`config.mk`:
```
export PLATFORM = sky130hd
export DESIGN_NAME = lpht_store
export DESIGN_NICKNAME = d
export VERILOG_FILES = /design/src/sv/lpht_pkg.sv /design/src/sv/lpht_store.sv
export SDC_FILE = /design/constraint.sdc
export NUM_CORES = 2
export LEC_CHECK = 0
export BUFFER_PORTS_ARGS = -buffer_cell sky130_fd_sc_hd__buf_2
export CORE_MARGIN = 2
export CORE_UTILIZATION = 40
export DETAILED_ROUTE_END_ITERATION = 8
export PLACE_DENSITY_LB_ADDON = 0.2
export SLEW_MARGIN = 20
export SYNTH_ARGS = -nofsm -noshare
export SYNTH_HDL_FRONTEND = slang
export SYNTH_MEMORY_MAX_BITS = 65536
export SYNTH_SLANG_ARGS = --single-unit
```
`constraint.sdc`:
```
create_clock -name clk -period 17.27 [get_ports clk]
set_input_delay 1.727 -clock clk [delete_from_list [all_inputs] [get_ports clk]]
set_output_delay 1.727 -clock clk [all_outputs]
set_load 0.01 [all_outputs]
```
`src/sv/lpht_pkg.sv`:
```
// Shared types and codes for the linear-probe hash table unit.
// Used by lpht_home, lpht_store and linear_probe_hash_table_unit.
`default_nettype none

package lpht_pkg;

  // Field widths of one beat.
  localparam int unsigned KEY_W  = 31;
  localparam int unsigned INT_W  = 32;
  localparam int unsigned BITS_W = 64;
  localparam int unsigned SLOT_W = 5;

  // Operation codes.
  localparam logic [1:0] MODE_INSERT = 2'd0;
  localparam logic [1:0] MODE_FIND   = 2'd1;
  localparam logic [1:0] MODE_DELETE = 2'd2;

  // Slot states.
  localparam logic [1:0] ST_EMPTY   = 2'd0;
  localparam logic [1:0] ST_USED    = 2'd1;
  localparam logic [1:0] ST_DELETED = 2'd2;

  // Result status codes.
  localparam logic [1:0] RES_OK        = 2'd0;
  localparam logic [1:0] RES_NOT_FOUND = 2'd1;
  localparam logic [1:0] RES_FULL      = 2'd2;

  // One stored entry: key and payload.
  typedef struct packed {
    logic [KEY_W-1:0]  key;
    logic [INT_W-1:0]  vint;
    logic [BITS_W-1:0] vbits;
  } entry_t;

  // Access request from the probe controller to the slot store.
  typedef struct packed {
    logic       rd_en;
    logic       st_we;
    logic       ent_we;
    logic [1:0] st_wdata;
  } store_req_t;

endpackage

`default_nettype wire

```
`src/sv/lpht_store.sv`:
```
// Slot store: slot state memory and entry memory, registered read.
// Clears the state memory after reset. Depends on lpht_pkg.
`default_nettype none

module lpht_store #(
  parameter int unsigned TABLE_SLOTS = 32,
  parameter int unsigned AW          = 5
) (
  input  wire logic                 clk,
  input  wire logic                 rst_n,
  input  wire lpht_pkg::store_req_t req,
  input  wire logic [AW-1:0]        rd_addr,
  input  wire logic [AW-1:0]        wr_addr,
  input  wire lpht_pkg::entry_t     wr_entry,
  output logic [1:0]                rd_status,
  output lpht_pkg::entry_t          rd_entry,
  output logic                      clearing
);

  logic [1:0]        st_mem  [TABLE_SLOTS];
  lpht_pkg::entry_t  ent_mem [TABLE_SLOTS];

  logic [AW-1:0]     clr_cnt_r;
  logic              clearing_r;
  logic [1:0]        rd_status_r;
  lpht_pkg::entry_t  rd_entry_r;

  // Clearing pass: one slot per cycle after reset.
  always_ff @(posedge clk) begin
    if (!rst_n) begin
      clearing_r <= 1'b1;
      clr_cnt_r  <= '0;
    end else if (clearing_r) begin
      clr_cnt_r <= clr_cnt_r + 1'b1;
      if (clr_cnt_r == AW'(TABLE_SLOTS - 1)) begin
        clearing_r <= 1'b0;
      end
    end
  end

  // State memory write port, shared with the clearing pass.
  always_ff @(posedge clk) begin
    if (clearing_r) begin
      st_mem[clr_cnt_r] <= lpht_pkg::ST_EMPTY;
    end else if (req.st_we) begin
      st_mem[wr_addr] <= req.st_wdata;
    end
  end

  // Entry memory write port.
  always_ff @(posedge clk) begin
    if (req.ent_we) begin
      ent_mem[wr_addr] <= wr_entry;
    end
  end

  // Registered read of both memories at one address.
  always_ff @(posedge clk) begin
    if (req.rd_en) begin
      rd_status_r <= st_mem[rd_addr];
      rd_entry_r  <= ent_mem[rd_addr];
    end
  end

  assign rd_status = rd_status_r;
  assign rd_entry  = rd_entry_r;
  assign clearing  = clearing_r;

endmodule

`default_nettype wire
```
==> metrics.cfg <==
[synth]
synth_cells=6490
synth_cell_types=43
synth_top_family_by_area=multiplexers
synth_fp_nets=6636
seq_area_frac_synth_pct=81.0
synth_fa_ha_area_share_pct=0.0158
xor_and_xnor_fraction_of_the_mapped_netlist_area_pct=0.0166
synth.cells.most_frequent=sky130_fd_sc_hd__edfxtp_1, sky130_fd_sc_hd__mux4_2, sky130_fd_sc_hd__o22ai_1
synth_edf_count=4257
synth_largest_area_cell=sky130_fd_sc_hd__edfxtp_1
synth-compound-area-share_pct=2.12
synth_most_common_cell=sky130_fd_sc_hd__edfxtp_1
ys.flop_type=sky130_fd_sc_hd__edfxtp_1
post_synth_instance_area_um2=158000
ys_seq_elements=4263
multiplexer_share_of_the_synthesized_area_pct=14.7
netlist.area_leader.share_pct=80.9
postSynth.asyncResetShare_pct=0
yosys.area_share.simple_pct=0.979
cell_types_with_the_largest_area_share_after_synthesis=sky130_fd_sc_hd__edfxtp_1, sky130_fd_sc_hd__mux4_2, sky130_fd_sc_hd__o22ai_1, sky130_fd_sc_hd__buf_4, sky130_fd_sc_hd__nor4_1
ys.warnings.count=0
synth_area_per_cell_um2=24.3

[hold_path]
hold_path.class=reg2reg

[cts]
clock_tree.root_cell=sky130_fd_sc_hd__clkbuf_16
cts_resized=0
ctsHoldBuffers=0
tritoncts_num_sinks=4263
post-cts-setup-buffers=0
clock_insertion_delay_worst_skew_ns=1.00
clock_pin_slew_on_the_worst_setup_and_hold_paths_ns=0.06
tritoncts_buffers=439
cts_tree=yes
ctsHtreeMaxLevel=5
cts-root-to-sink-buffers=4

[power]
power_leakage_nw=55.2
ir_drop_v=0.0000962
power_density_nw_per_um2=120
report.power.total_mw=21.6

[grt]
global_route.usage.met3_pct=3.45
grt_max_degree=134
track_usage_pct=22.2
globalRoute.busiestLayer=met2
grt_util_met1_pct=30.5
grt_pass1_wl_um=616000
first_global_vias=76400
grt.met2_usage_pct=36.8
grt_antenna_before_repair=79
globalRoute.totalOverflow=0

[sta]
worst_slew_margin_rel_pct=17.4
final_hold_viol_count=0
setup-violations-final=0
fin_crit_sh_pct=30.5
setup_repair_after_global_routing_missed_its_margin=false
max_freq_mhz=190
final_max_slew_viol_count=0
minimum_clock_period_after_layout_ns=5.27
skew_ns=0.0504
worst_slew_pin_slew_ns=1.24
setup_tns_ns=0

[detailed_routing]
vias=75100
antenna_violating_nets_post_route=0
wl_um=449000
avgViaCountPerCell=5.94
route.detailed.drc=0
drt-wirelength-per-cell_um=35.5
drtPass1Iterations=5
drt_iter0_markers=9077

[critical_path]
worst-path-max-fanout=82
crit_path_start_kind=input pin
timing.critical_path.to_type=register
timing.setup.critical_path_class=in2reg
crit_arrival_ns=5.99
cp.required_ns=18.00

[placement]
buffers_added_on_ports=273
place.detailed.hpwl_um=214000
finalWeightedCongestion=0.739

[floorplanning]
dieHeight_um=633
row_count=230
initial_core_util_pct=40.2
design.core.area_um2=393000
die_area_um2=400000
die-width_um=633
top_level_ports=274

[layout]
nets=7179
final_layout_size_suffix_gt1_share_pct=28.6
syn2layout_area_growth_pct=13.8

[flow_run]
drv_cap=0

[status]
run_status=complete, no violations

[sequential cells by signal, summed over array words and instances (netlist names)]
register / flops
ent_mem: 4064
rd_entry: 127
st_mem: 64
clr_cnt_r: 5
rd_status: 2
clearing: 1
[placed cells by master, fill, tap and decap left out, types with 13 or more instances in the layout]
| cell | count |
|---|---|
| sky130_fd_sc_hd__edfxtp_1 | 4257 |
| sky130_fd_sc_hd__mux4_2 | 1014 |
| sky130_fd_sc_hd__o22ai_1 | 504 |
| sky130_fd_sc_hd__clkbuf_16 | 446 |
| sky130_fd_sc_hd__buf_2 | 270 |
| sky130_fd_sc_hd__buf_4 | 147 |
| sky130_fd_sc_hd__nor4_1 | 119 |
| sky130_fd_sc_hd__clkinv_1 | 105 |
| sky130_fd_sc_hd__clkbuf_1 | 104 |
| sky130_fd_sc_hd__clkinv_2 | 80 |
| sky130_fd_sc_hd__mux2i_1 | 39 |
| sky130_fd_sc_hd__nor2_1 | 38 |
| sky130_fd_sc_hd__nor2_4 | 32 |
| sky130_fd_sc_hd__diode_2 | 28 |
| sky130_fd_sc_hd__buf_12 | 28 |
| sky130_fd_sc_hd__bufinv_16 | 26 |
| sky130_fd_sc_hd__nand2_1 | 23 |
| sky130_fd_sc_hd__nand3_1 | 17 |
| sky130_fd_sc_hd__nor2b_1 | 13 |
[final cells by class]
class	instances	area [um2]
Sequential cell	4263	128000
Tap cell	5220	6530
Timing Repair Buffer	452	3130
Clock buffer	550	11600
Inverter	2	7.51
Fill cell	32400	213000
Clock inverter	244	2040
Antenna cell	28	70.1
Multi-Input combinational cell	1875	28600
[per-layer routing]
layer	vias to the layer above	wire length (um)
met2	3114	222000
met5	-	197
met4	32	13600
li1	29500	-
met3	693	31900
met1	41700	181000
[power breakdown]
group	leakage, nW	switching [mW]	internal (mW)
Clock	6.64	3.95	5.11
Combinational	10.1	0.572	0.339
Sequential	38.5	0.0637	11.5
[stage by stage]
| stage | hold WS [ns] | setup WS [ns] | std cells | utilization (%) | instance area [um2] |
|---|---|---|---|---|---|
| after floorplan | 0.522 | 8.86 | 6490 | - | 158000 |
| after global placement | 0.548 | 10.81 | 11800 | 42.3 | 166000 |
| after detailed placement | 0.575 | 10.78 | 11800 | 42.3 | 166000 |
| after CTS | 0.586 | 11.87 | 12600 | 45.8 | 180000 |
| after global routing | 0.613 | 11.55 | 12600 | 45.8 | 180000 |
| final | 0.575 | 12.00 | 12600 | 45.8 | 180000 |
[path summary, 6_finish.rpt]
path         cells past startpoint  slack, ns             to          from
max                              8      12.00   rd_entry[94]    rd_addr[0]
min                              2       0.58   clr_cnt_r[4]  clr_cnt_r[4]
max reg2reg                      4      15.14  st_mem[11][1]      clearing
min reg2reg                      2       0.58   clr_cnt_r[4]  clr_cnt_r[4]
[critical path, cell delays in order]
cell	delay, ns
sky130_fd_sc_hd__buf_12	0.52
sky130_fd_sc_hd__buf_4	0.78
sky130_fd_sc_hd__buf_4	0.51
sky130_fd_sc_hd__buf_4	0.62
sky130_fd_sc_hd__buf_4	0.68
sky130_fd_sc_hd__mux4_2	0.59
sky130_fd_sc_hd__o22ai_1	0.25
sky130_fd_sc_hd__nor4_1	0.11
[cells by family (layout without fill, tap and decap cells)]
group                    Yosys count  count (layout)
multiplexers                    1055            1055
AO/OA/AOI/OAI                    530             530
adder cells (fa/ha/maj)            2               2
flip-flops                      4263            4263
AND/OR/NAND/NOR                  285             285
XOR/XNOR                           3               3
other                              0              28
buffers and inverters            352            1248
No activity file was read; power rests on OpenSTA's default activity.
