--- config.mk ---
export PLATFORM = sky130hd
export DESIGN_NAME = lpht_home
export DESIGN_NICKNAME = d
export VERILOG_FILES = /design/src/sv/lpht_pkg.sv /design/src/sv/lpht_home.sv
export SDC_FILE = /design/constraint.sdc
export NUM_CORES = 1
export LEC_CHECK = 0
export BUFFER_PORTS_ARGS = -buffer_cell sky130_fd_sc_hd__buf_2
export CAP_MARGIN = 15
export CORE_AREA = 2 2 39 41
export CTS_CLUSTER_SIZE = 30
export DETAILED_ROUTE_END_ITERATION = 6
export DIE_AREA = 0 0 41 43
export PLACE_DENSITY = 0.75
export SYNTH_ARGS = -nofsm -noshare
export SYNTH_HDL_FRONTEND = slang
export SYNTH_SLANG_ARGS = --single-unit
--- constraint.sdc ---
create_clock -name clk -period 2 [get_ports clk]
set_input_delay 0.1 -clock clk [delete_from_list [all_inputs] [get_ports clk]]
set_output_delay 0.1 -clock clk [all_outputs]
set_load 0.005 [all_outputs]
--- src/sv/lpht_pkg.sv ---
// Shared types and codes for the linear-probe hash table unit.
// Used by lpht_home, lpht_store and linear_probe_hash_table_unit.
`default_nettype none

package lpht_pkg;

  // Field widths of one beat.
  localparam int unsigned KEY_W  = 31;
  localparam int unsigned INT_W  = 32;
  localparam int unsigned BITS_W = 64;
  localparam int unsigned SLOT_W = 5;

  // Operation codes.
  localparam logic [1:0] MODE_INSERT = 2'd0;
  localparam logic [1:0] MODE_FIND   = 2'd1;
  localparam logic [1:0] MODE_DELETE = 2'd2;

  // Slot states.
  localparam logic [1:0] ST_EMPTY   = 2'd0;
  localparam logic [1:0] ST_USED    = 2'd1;
  localparam logic [1:0] ST_DELETED = 2'd2;

  // Result status codes.
  localparam logic [1:0] RES_OK        = 2'd0;
  localparam logic [1:0] RES_NOT_FOUND = 2'd1;
  localparam logic [1:0] RES_FULL      = 2'd2;

  // One stored entry: key and payload.
  typedef struct packed {
    logic [KEY_W-1:0]  key;
    logic [INT_W-1:0]  vint;
    logic [BITS_W-1:0] vbits;
  } entry_t;

  // Access request from the probe controller to the slot store.
  typedef struct packed {
    logic       rd_en;
    logic       st_we;
    logic       ent_we;
    logic [1:0] st_wdata;
  } store_req_t;

endpackage

`default_nettype wire

--- src/sv/lpht_home.sv ---
// Home slot unit: key modulo the table size by reciprocal multiplication.
// Depends on lpht_pkg for the key width.
`default_nettype none

module lpht_home #(
  parameter int unsigned TABLE_SLOTS = 32,
  parameter int unsigned AW          = 5
) (
  input  wire logic                         clk,
  input  wire logic                         rst_n,
  input  wire logic                         start,
  input  wire logic [lpht_pkg::KEY_W-1:0]   key,
  output logic                              done,
  output logic [AW-1:0]                     home
);

  // Scaled reciprocal of the table size; the quotient is exact for every key.
  localparam int unsigned     LW    = $clog2(TABLE_SLOTS);
  localparam int unsigned     SH    = lpht_pkg::KEY_W + LW;
  localparam int unsigned     RCW   = lpht_pkg::KEY_W + 1;
  localparam int unsigned     PW    = lpht_pkg::KEY_W + RCW;
  localparam longint unsigned RECIP = ((64'd1 << SH) + 64'(TABLE_SLOTS) - 64'd1)
                                      / 64'(TABLE_SLOTS);

  logic [lpht_pkg::KEY_W-1:0] key_r;
  logic [PW-1:0]              prod_r;
  logic [lpht_pkg::KEY_W-1:0] quot;
  logic [lpht_pkg::KEY_W-1:0] rem;
  logic [AW-1:0]              home_r;
  logic                       busy_r;
  logic                       done_r;

  // Quotient from the scaled product, remainder by one constant multiply.
  always_comb begin
    quot = lpht_pkg::KEY_W'(prod_r >> SH);
    rem  = key_r - quot * lpht_pkg::KEY_W'(TABLE_SLOTS);
  end

  // Control and datapath registers.
  always_ff @(posedge clk) begin
    if (!rst_n) begin
      busy_r <= 1'b0;
      done_r <= 1'b0;
    end else begin
      done_r <= 1'b0;
      if (start) begin
        busy_r <= 1'b1;
        key_r  <= key;
        prod_r <= PW'(key) * PW'(RECIP);
      end else if (busy_r) begin
        busy_r <= 1'b0;
        done_r <= 1'b1;
        home_r <= rem[AW-1:0];
      end
    end
  end

  assign done = done_r;
  assign home = home_r;

endmodule

`default_nettype wire

==> impl_metrics.ini, run 1 <==
[status]
outcome = finished clean

[clock_network]
hold_buffers = 3
cts_setup_buffers = 0
clk_pin_slew_ns = 0.07
cts_tree = built
cts_root_buf = clkbuf_4
cts.repair.resized = 0
cts_buffer_depth = 2
h-tree-depth = 1
cts_buffers = 3
clock_sink_count = 12
clk_latency_ns = 0.26

[hold_path]
min_path_type = input port to flip-flop
min_to = busy_r
min_from = start
whs_path_depth = 2

[setup_path]
critPathKind = flip-flop to flip-flop
crit_cells = 1
arrival_ns = 0.86
path_buf_inv = 0
critPathMaxStageDelay_ns = 0.32
crit_family = flip-flops
crit_path_top_delay_cell = dfxtp_1
worst-endpoint-required_ns = 1.96
crit_chain = and3b_1
crit_start = busy_r
r2r_slack_ns = 1.10
cp_max_fo = 5
worstSetupEndpointType = flip-flop
rr_startpoint = busy_r
reg2reg_depth = 1
r2r_end = home[2]
cp-start-kind = flip-flop

[timing]
whs_ns = 0.0832
max_slew_margin_pct = 86.1
setup_viol = 0
finalClockSkew_ns = 0.00194
period_share_pct = 44.8
final.setup.tns_ns = 0
drv_slew = 0
worst_slew_pin_slew_ns = 0.208
rsz0062_at_grt = no
hold_viol = 0
fmax_ghz = 1.12
period_needed_ns = 0.896

[grt]
track_usage_pct = 6.99
antenna_found_initial = 0
grt.overflow.total = 0
first_global_vias = 195
grt_pass1_wl_um = 759
grt_max_degree = 8

[yosys]
synthCells = 16
synth_sequential_area_ratio_pct = 91.3
synthesis.nets = 50
syn_area_um2 = 373
yosysUniqueCellTypes = 4
ys_ff_latch = 12
yosysWarnings = 0
avgSynthCellArea_um2 = 23.3

[floorplanning]
core-area_mm2 = 0.00138
fp-row-count = 14
die_x_um = 41
start_util_pct = 26.9
dieArea_mm2 = 0.00176
die_height_um = 43
io_pins = 40

[power]
ir_drop_uv = 305
clockPowerShare_pct = 32.4
seq_power_share_pct = 63.0
p_sw_uw = 82.8
power_density_mw_per_mm2 = 842
leakagePower_uw = 0.000219
intPower_uw = 367
swShare_pct = 18.4
p_comb_share_pct = 4.6

[layout]
num_antenna_cells = 0
final_common_cell = buf_2
final_net_count = 73
area_delta_synth_final_pct = 43.3
final_cells = 54
final_cell_mix = 13 x buf_2, 10 x edfxtp_1, 5 x dlygate4sd3_1
drive_above_1_share_pct = 47.4
final_util_pct = 38.6

[routing]
drc = 0
wire_per_inst_um = 9.13
vias_per_cell = 4.02
ant_nets = 0
vias = 217
wirelength_um = 493
drt_iter0_markers = 1
drtPass1Iterations = 2

[placement]
dp_cells = 45
gp_congestion = 0.634
port_buffers = 13

[run]
cap_violations = 0
Yosys cell counts:
master	n	area [um^2]
edfxtp_1	10	300
and3b_1	2	17.5
and2_2	2	15.0
dfxtp_1	2	40.0
how the worst max path moves through the flow:
| stage | to | slack [ns] |
|---|---|---|
| global placement | home[0] | 1.12 |
| global route | home[4] | 1.05 |
| finish | home[2] | 1.10 |
| CTS | home[0] | 1.09 |
| floorplan | home[0] | 1.15 |
| detailed placement | home[0] | 1.10 |
cells by family after synthesis:
group,share of synthesized area (%)
DFF,91.3
and+or+nand+nor,8.72
sequential cells by signal (all words and copies together), names as in the netlist:
| register | flops |
|---|---|
| home | 5 |
| key_r | 5 |
| busy_r | 1 |
| done | 1 |
through the flow:
| stage | worst slack, ns | power [uW] | area (um^2) |
|---|---|---|---|
| after floorplan | 1.15 | 293 | 373 |
| after global placement | 1.12 | 302 | 458 |
| after detailed placement | 1.10 | 303 | 458 |
| after CTS | 1.09 | 456 | 514 |
| after global routing | 1.05 | 479 | 534 |
| final | 1.10 | 450 | 534 |
metal layers:
| metal | global-route usage (%) | up-vias | wire length (um) |
|---|---|---|---|
| met5 | 0 | - | 0 |
| met2 | 9.69 | 14 | 246 |
| met4 | 6.00 | 0 | 0 |
| met3 | 3.14 | 0 | 60 |
| met1 | 7.64 | 98 | 185 |
| li1 | - | 105 | - |
final cells by class:
type | instances | area, um^2
Fill cell | 135 | 850
Sequential cell | 12 | 340
Timing Repair Buffer | 18 | 115
Multi-Input combinational cell | 4 | 32.5
Clock buffer | 3 | 22.5
Tap cell | 16 | 20.0
Clock inverter | 1 | 3.75
power groups by stage:
stage	Clock, uW	Combinational, uW	Sequential [uW]
after floorplan	0	4.73	288
final	146	20.7	283
after global routing	171	23.4	284
after CTS	154	18.2	284
after detailed placement	0	13.7	289
after global placement	0	13.2	289
Note: power is estimated with default switching activity, not from simulation.
==> run 2: changes to the inputs <==
--- a/config.mk
+++ b/config.mk
@@ -7,11 +7,11 @@
 export LEC_CHECK = 0
 export BUFFER_PORTS_ARGS = -buffer_cell sky130_fd_sc_hd__buf_2
 export CAP_MARGIN = 15
-export CORE_AREA = 2 2 39 41
+export CORE_MARGIN = 2
+export CORE_UTILIZATION = 28
 export CTS_CLUSTER_SIZE = 30
 export DETAILED_ROUTE_END_ITERATION = 6
-export DIE_AREA = 0 0 41 43
-export PLACE_DENSITY = 0.75
+export PLACE_DENSITY = 0.78
 export SYNTH_ARGS = -nofsm -noshare
 export SYNTH_HDL_FRONTEND = slang
 export SYNTH_SLANG_ARGS = --single-unit
==> constraint.sdc (replaced) <==
create_clock -name clk -period 0.8 [get_ports clk]
set_input_delay 0.04 -clock clk [delete_from_list [all_inputs] [get_ports clk]]
set_output_delay 0.04 -clock clk [all_outputs]
set_load 0.005 [all_outputs]
==> run 2 against run 1 <==
The flow now finishes with violations (negative setup slack); critical path depth stayed put; sequential share of layout area is 1.1 points lower; worst setup slack worse by 1.2 ns; critical path type unchanged; largest cell class unchanged.
==> impl_metrics.ini, run 2 (same netlist as run 1, synthesis figures left out) <==
[status]
outcome = finished, violations left
violations = negative setup slack

[clock_network]
cts_buffers = 3
cts_tree = built
h-tree-depth = 1
cts_buffer_depth = 2
cts_root_buf = clkbuf_4
clk_latency_ns = 0.26
cts_setup_buffers = 0
clock_sink_count = 12
clk_pin_slew_ns = 0.07

[grt]
grt_max_degree = 8
grt_pass1_wl_um = 848
antenna_found_initial = 0
first_global_vias = 214
track_usage_pct = 9.19
grt.overflow.total = 0

[timing]
worst_slack_ns = -0.0581
fmax_ghz = 1.17
rsz0062_at_grt = yes
setup_viol = 5
drv_slew = 0
worst_slew_pin_slew_ns = 0.129
period_share_pct = 107
max_slew_margin_pct = 91.4
finalClockSkew_ns = 0.00294
period_needed_ns = 0.858
hold_viol = 0

[floorplanning]
dieArea_mm2 = 0.00164
core-area_mm2 = 0.00127
start_util_pct = 29.4
die_x_um = 40.5
io_pins = 40
fp-row-count = 13
die_height_um = 40.5

[routing]
ant_nets = 0
drt_iter0_markers = 0
drtPass1Iterations = 1
vias_per_cell = 3.96
wire_per_inst_um = 10.6
vias = 210
drc = 0
wirelength_um = 563

[layout]
area_delta_synth_final_pct = 46.3
num_antenna_cells = 0
final_cell_mix = 13 x buf_2, 10 x edfxtp_1, 5 x dlygate4sd3_1
final_net_count = 73
final_common_cell = buf_2
drive_above_1_share_pct = 55.3

[setup_path]
arrival_ns = 0.83
critPathKind = flip-flop to flip-flop
crit_path_top_delay_cell = dfxtp_2
worstSetupEndpointType = flip-flop
path_buf_inv = 0
critPathMaxStageDelay_ns = 0.32
crit_chain = and3b_2
crit_family = flip-flops
worst-endpoint-required_ns = 0.77
cp_max_fo = 5
cp-start-kind = flip-flop

[power]
leakagePower_uw = 0.000224
swShare_pct = 17.6
power_density_mw_per_mm2 = 2260
clockPowerShare_pct = 38.0
seq_power_share_pct = 57.5
fin_total_pwr_uw = 1230
intPower_uw = 1010
ir_drop_uv = 1080
p_comb_share_pct = 4.5
p_sw_uw = 217

[placement]
gp_congestion = 0.640
preCtsSetupSlack_ns = -0.0473
port_buffers = 13

[hold_path]
min_path_type = input port to flip-flop

[run]
cap_violations = 0
## run 2: changes by cell type in the layout (fill, tap and decap cells not counted), sizes merged
cell / delta
clkbuf: +1
clkinv: -1
## run 2: layout make-up
cell class | count | area [um^2]
clock buffer | 4 | 36.3
fill | 120 | 723
multi-input combinational | 4 | 33.8
sequential | 12 | 342
tap | 15 | 18.8
timing repair buffer | 18 | 115
## run 2: path summary, 6_finish.rpt
path                               start       to  slack, ns  cells after the start
worst max-delay path              busy_r  home[1]      -0.06                      1
worst min-delay path               start   busy_r       0.02                      2
worst min register to register  key_r[1]  home[1]       0.42                      0
worst max register to register    busy_r  home[1]      -0.06                      1
## run 2: through the flow
stage	hold slack (ns)	utilization, %	area, um^2	cells	setup TNS (ns)
6_report	0.0223	43.0	546	53	-0.275
5_1_grt	0.0230	43.0	546	53	-0.667
4_1_cts	0.00726	43.0	546	53	-0.327
3_5_place_dp	0.219	36.1	458	44	-0.236
3_3_place_gp	0.219	36.1	458	44	-0.244
2_1_floorplan	0.139	-	374	16	-0.0676
## run 2: layer usage
layer | track usage, % | part of all wire (%)
met4 | 10.0 | 0
met5 | 0 | 0
met1 | 7.39 | 42
met3 | 3.33 | 8.9
met2 | 15.9 | 49
## run 2: timing repair
item                                   4_1_cts  5_1_grt
endpoints found under the hold margin        5        0
gates resized for setup                      1        0
hold buffers                                 5        0
setup endpoints to repair                   10       10
cloned                                       0        0
## run 2: power groups by stage
| stage | Combinational (uW) | Sequential, uW | Clock (uW) |
|---|---|---|---|
| floorplan | 12.1 | 721 | 0 |
| global placement | 34.1 | 721 | 0 |
| detailed placement | 35.5 | 723 | 0 |
| CTS | 54.2 | 709 | 482 |
| global route | 60.0 | 712 | 510 |
| finish | 55.3 | 709 | 468 |
==> run 3: changes to the inputs <==
--- a/config.mk
+++ b/config.mk
@@ -5,13 +5,14 @@
 export SDC_FILE = /design/constraint.sdc
 export NUM_CORES = 1
 export LEC_CHECK = 0
+export ABC_AREA = 1
 export BUFFER_PORTS_ARGS = -buffer_cell sky130_fd_sc_hd__buf_2
 export CAP_MARGIN = 15
-export CORE_MARGIN = 2
-export CORE_UTILIZATION = 28
+export CORE_AREA = 2 2 39 41
 export CTS_CLUSTER_SIZE = 30
 export DETAILED_ROUTE_END_ITERATION = 6
-export PLACE_DENSITY = 0.78
+export DIE_AREA = 0 0 41 43
+export PLACE_DENSITY = 0.77
 export SYNTH_ARGS = -nofsm -noshare
 export SYNTH_HDL_FRONTEND = slang
 export SYNTH_SLANG_ARGS = --single-unit
==> run 3 against run 2 <==
The flow still finishes with violations (negative setup slack); sequential power about the same; routed wire length decreased by 8.3%; worst setup slack improved by 0.042 ns; global-route usage decreased by 1.4 points; clock power decreased by 4.3%; sequential cell count unchanged; clock skew decreased by 0.0019 ns; clock-buffer cell count unchanged; final area increased by 3.7%; fmax increased by 5.1%; die area increased by 7.5%; critical endpoint is now home[3].
==> impl_metrics.ini, run 3 <==
[floorplanning]
die_x_um = 41
start_util_pct = 26.2
dieArea_mm2 = 0.00176
fp-row-count = 14
core-area_mm2 = 0.00138
io_pins = 40
die_height_um = 43

[clock_network]
cts_setup_buffers = 0
cts_tree = built
clock_sink_count = 12
cts_buffers = 3
clk_pin_slew_ns = 0.07
clk_latency_ns = 0.26
cts_buffer_depth = 2
cts_root_buf = clkbuf_4
h-tree-depth = 1

[timing]
fmax_ghz = 1.23
period_share_pct = 102
rsz0062_at_grt = yes
drv_slew = 0
final.setup.tns_ns = -0.0801
setup_viol = 5
period_needed_ns = 0.816
max_slew_margin_pct = 88.3
hold_viol = 0
finalClockSkew_ns = 0.00108
worst_slack_ns = -0.0161
worst_slew_pin_slew_ns = 0.175

[hold_path]
min_path_type = input port to flip-flop
min_from = rst_n

[layout]
num_antenna_cells = 0
drive_above_1_share_pct = 47.6
area_delta_synth_final_pct = 55.9
final_common_cell = buf_2
nFillCells = 124
final_util_pct = 40.9
final_cell_mix = 13 x buf_2, 10 x edfxtp_1, 7 x dlygate4sd3_1
final_cells = 58
final_net_count = 77

[setup_path]
worst-endpoint-required_ns = 0.77
worstSetupEndpointType = flip-flop
rr_startpoint = busy_r
critPathMaxStageDelay_ns = 0.32
crit_path_top_delay_cell = dfxtp_2
cp_max_fo = 5
cp-start-kind = flip-flop
critPathKind = flip-flop to flip-flop
crit_start = busy_r
arrival_ns = 0.78
crit_chain = nand2_2, nor2_4

[grt]
antenna_found_initial = 0
track_usage_pct = 7.79
grt_max_degree = 8
grt_pass1_wl_um = 834
first_global_vias = 212
grt.overflow.total = 0

[placement]
gp_congestion = 0.597
port_buffers = 13
place_hpwl_um = 343
dp_cells = 47

[routing]
drtPass1Iterations = 1
vias_per_cell = 3.79
drc = 0
drt_iter0_markers = 0
vias = 220
wire_per_inst_um = 8.90
ant_nets = 0
wirelength_um = 516

[power]
power_density_mw_per_mm2 = 2160
ir_drop_uv = 1230
leakagePower_uw = 0.000235

[run]
cap_violations = 0

[yosys]
ys_async_sr_fraction_pct = 0
yosysUniqueCellTypes = 5
ys.flop_type = edfxtp_1
synth_sequential_area_ratio_pct = 93.8
synthCells = 18
synth_commonest_cells = 10 x edfxtp_1, 2 x dfxtp_1, 2 x inv_1, 2 x nand2_1, 2 x nor2_1
ys_top_cells_by_area = edfxtp_1 83%, dfxtp_1 11%, inv_1 2.1%
yosysTopAreaCellShare_pct = 82.8
avgSynthCellArea_um2 = 20.2
ys_ff_latch = 12
synth_edf_count = 10
syn_area_um2 = 363
synthesis.nets = 52
synth_top_area_cell = edfxtp_1
yosysWarnings = 0
synth.most_common_cell = edfxtp_1

[status]
outcome = finished, violations left
violations = negative setup slack
## run 3: per-layer routing
| metal | share of wire (%) | up-vias | GRT usage [%] |
|---|---|---|---|
| met3 | 13 | 0 | 4.71 |
| met5 | 0 | - | 0 |
| li1 | - | 111 | - |
| met1 | 33 | 94 | 6.90 |
| met4 | 0 | 0 | 4.00 |
| met2 | 54 | 15 | 12.8 |
## run 3: cells by family after synthesis
group / count (synthesis) / synth area share [%]
DFF: 12 / 93.8
buffers and inverters: 2 / 2.07
and+or+nand+nor: 4 / 4.14
## run 3: report_power, final
part	total (uW)	internal, uW	switching (uW)
combinational	62.7	38.9	23.8
clock	448	276	172
sequential	710	704	6.56
## run 3: worst paths after layout
path	to	slack, ns	cells past startpoint
setup reg to reg	home[3]	-0.02	2
hold / removal	done	0.05	3
setup / recovery	home[3]	-0.02	2
hold reg to reg	home[4]	0.42	0
## run 3: critical path: cells and delay by family, from the launching register on
| family | cells | cell delay, ns |
|---|---|---|
| DFF | 1 | 0.32 |
| and+or+nand+nor | 2 | 0.20 |
## run 3: timing repair
| action | CTS | global route |
|---|---|---|
| endpoints found under the setup margin | 9 | 10 |
| hold buffers | 7 | 0 |
| gates resized for setup | 1 | 0 |
| pin swaps | 0 | 0 |
| hold endpoints to repair | 7 | 0 |
## run 3: cell type report
type	instances	area, um^2	share of cell area (%)
Clock buffer	4	36.3	6.42
Inverter	2	7.51	1.33
Multi-Input combinational cell	4	25.0	4.42
Sequential cell	12	342	60.4
Tap cell	16	20.0	3.54
Timing Repair Buffer	20	135	23.9
## run 3: through the flow
step                cell area (um^2)  setup slack [ns]  power, uW  hold slack [ns]
floorplan                        373           0.00781        733            0.112
global placement                 458           -0.0134        757            0.219
detailed placement               458           -0.0205        760            0.218
CTS                              566           -0.0185       1240           0.0430
global route                     566           -0.0524       1290           0.0497
finish                           566           -0.0161       1220           0.0525
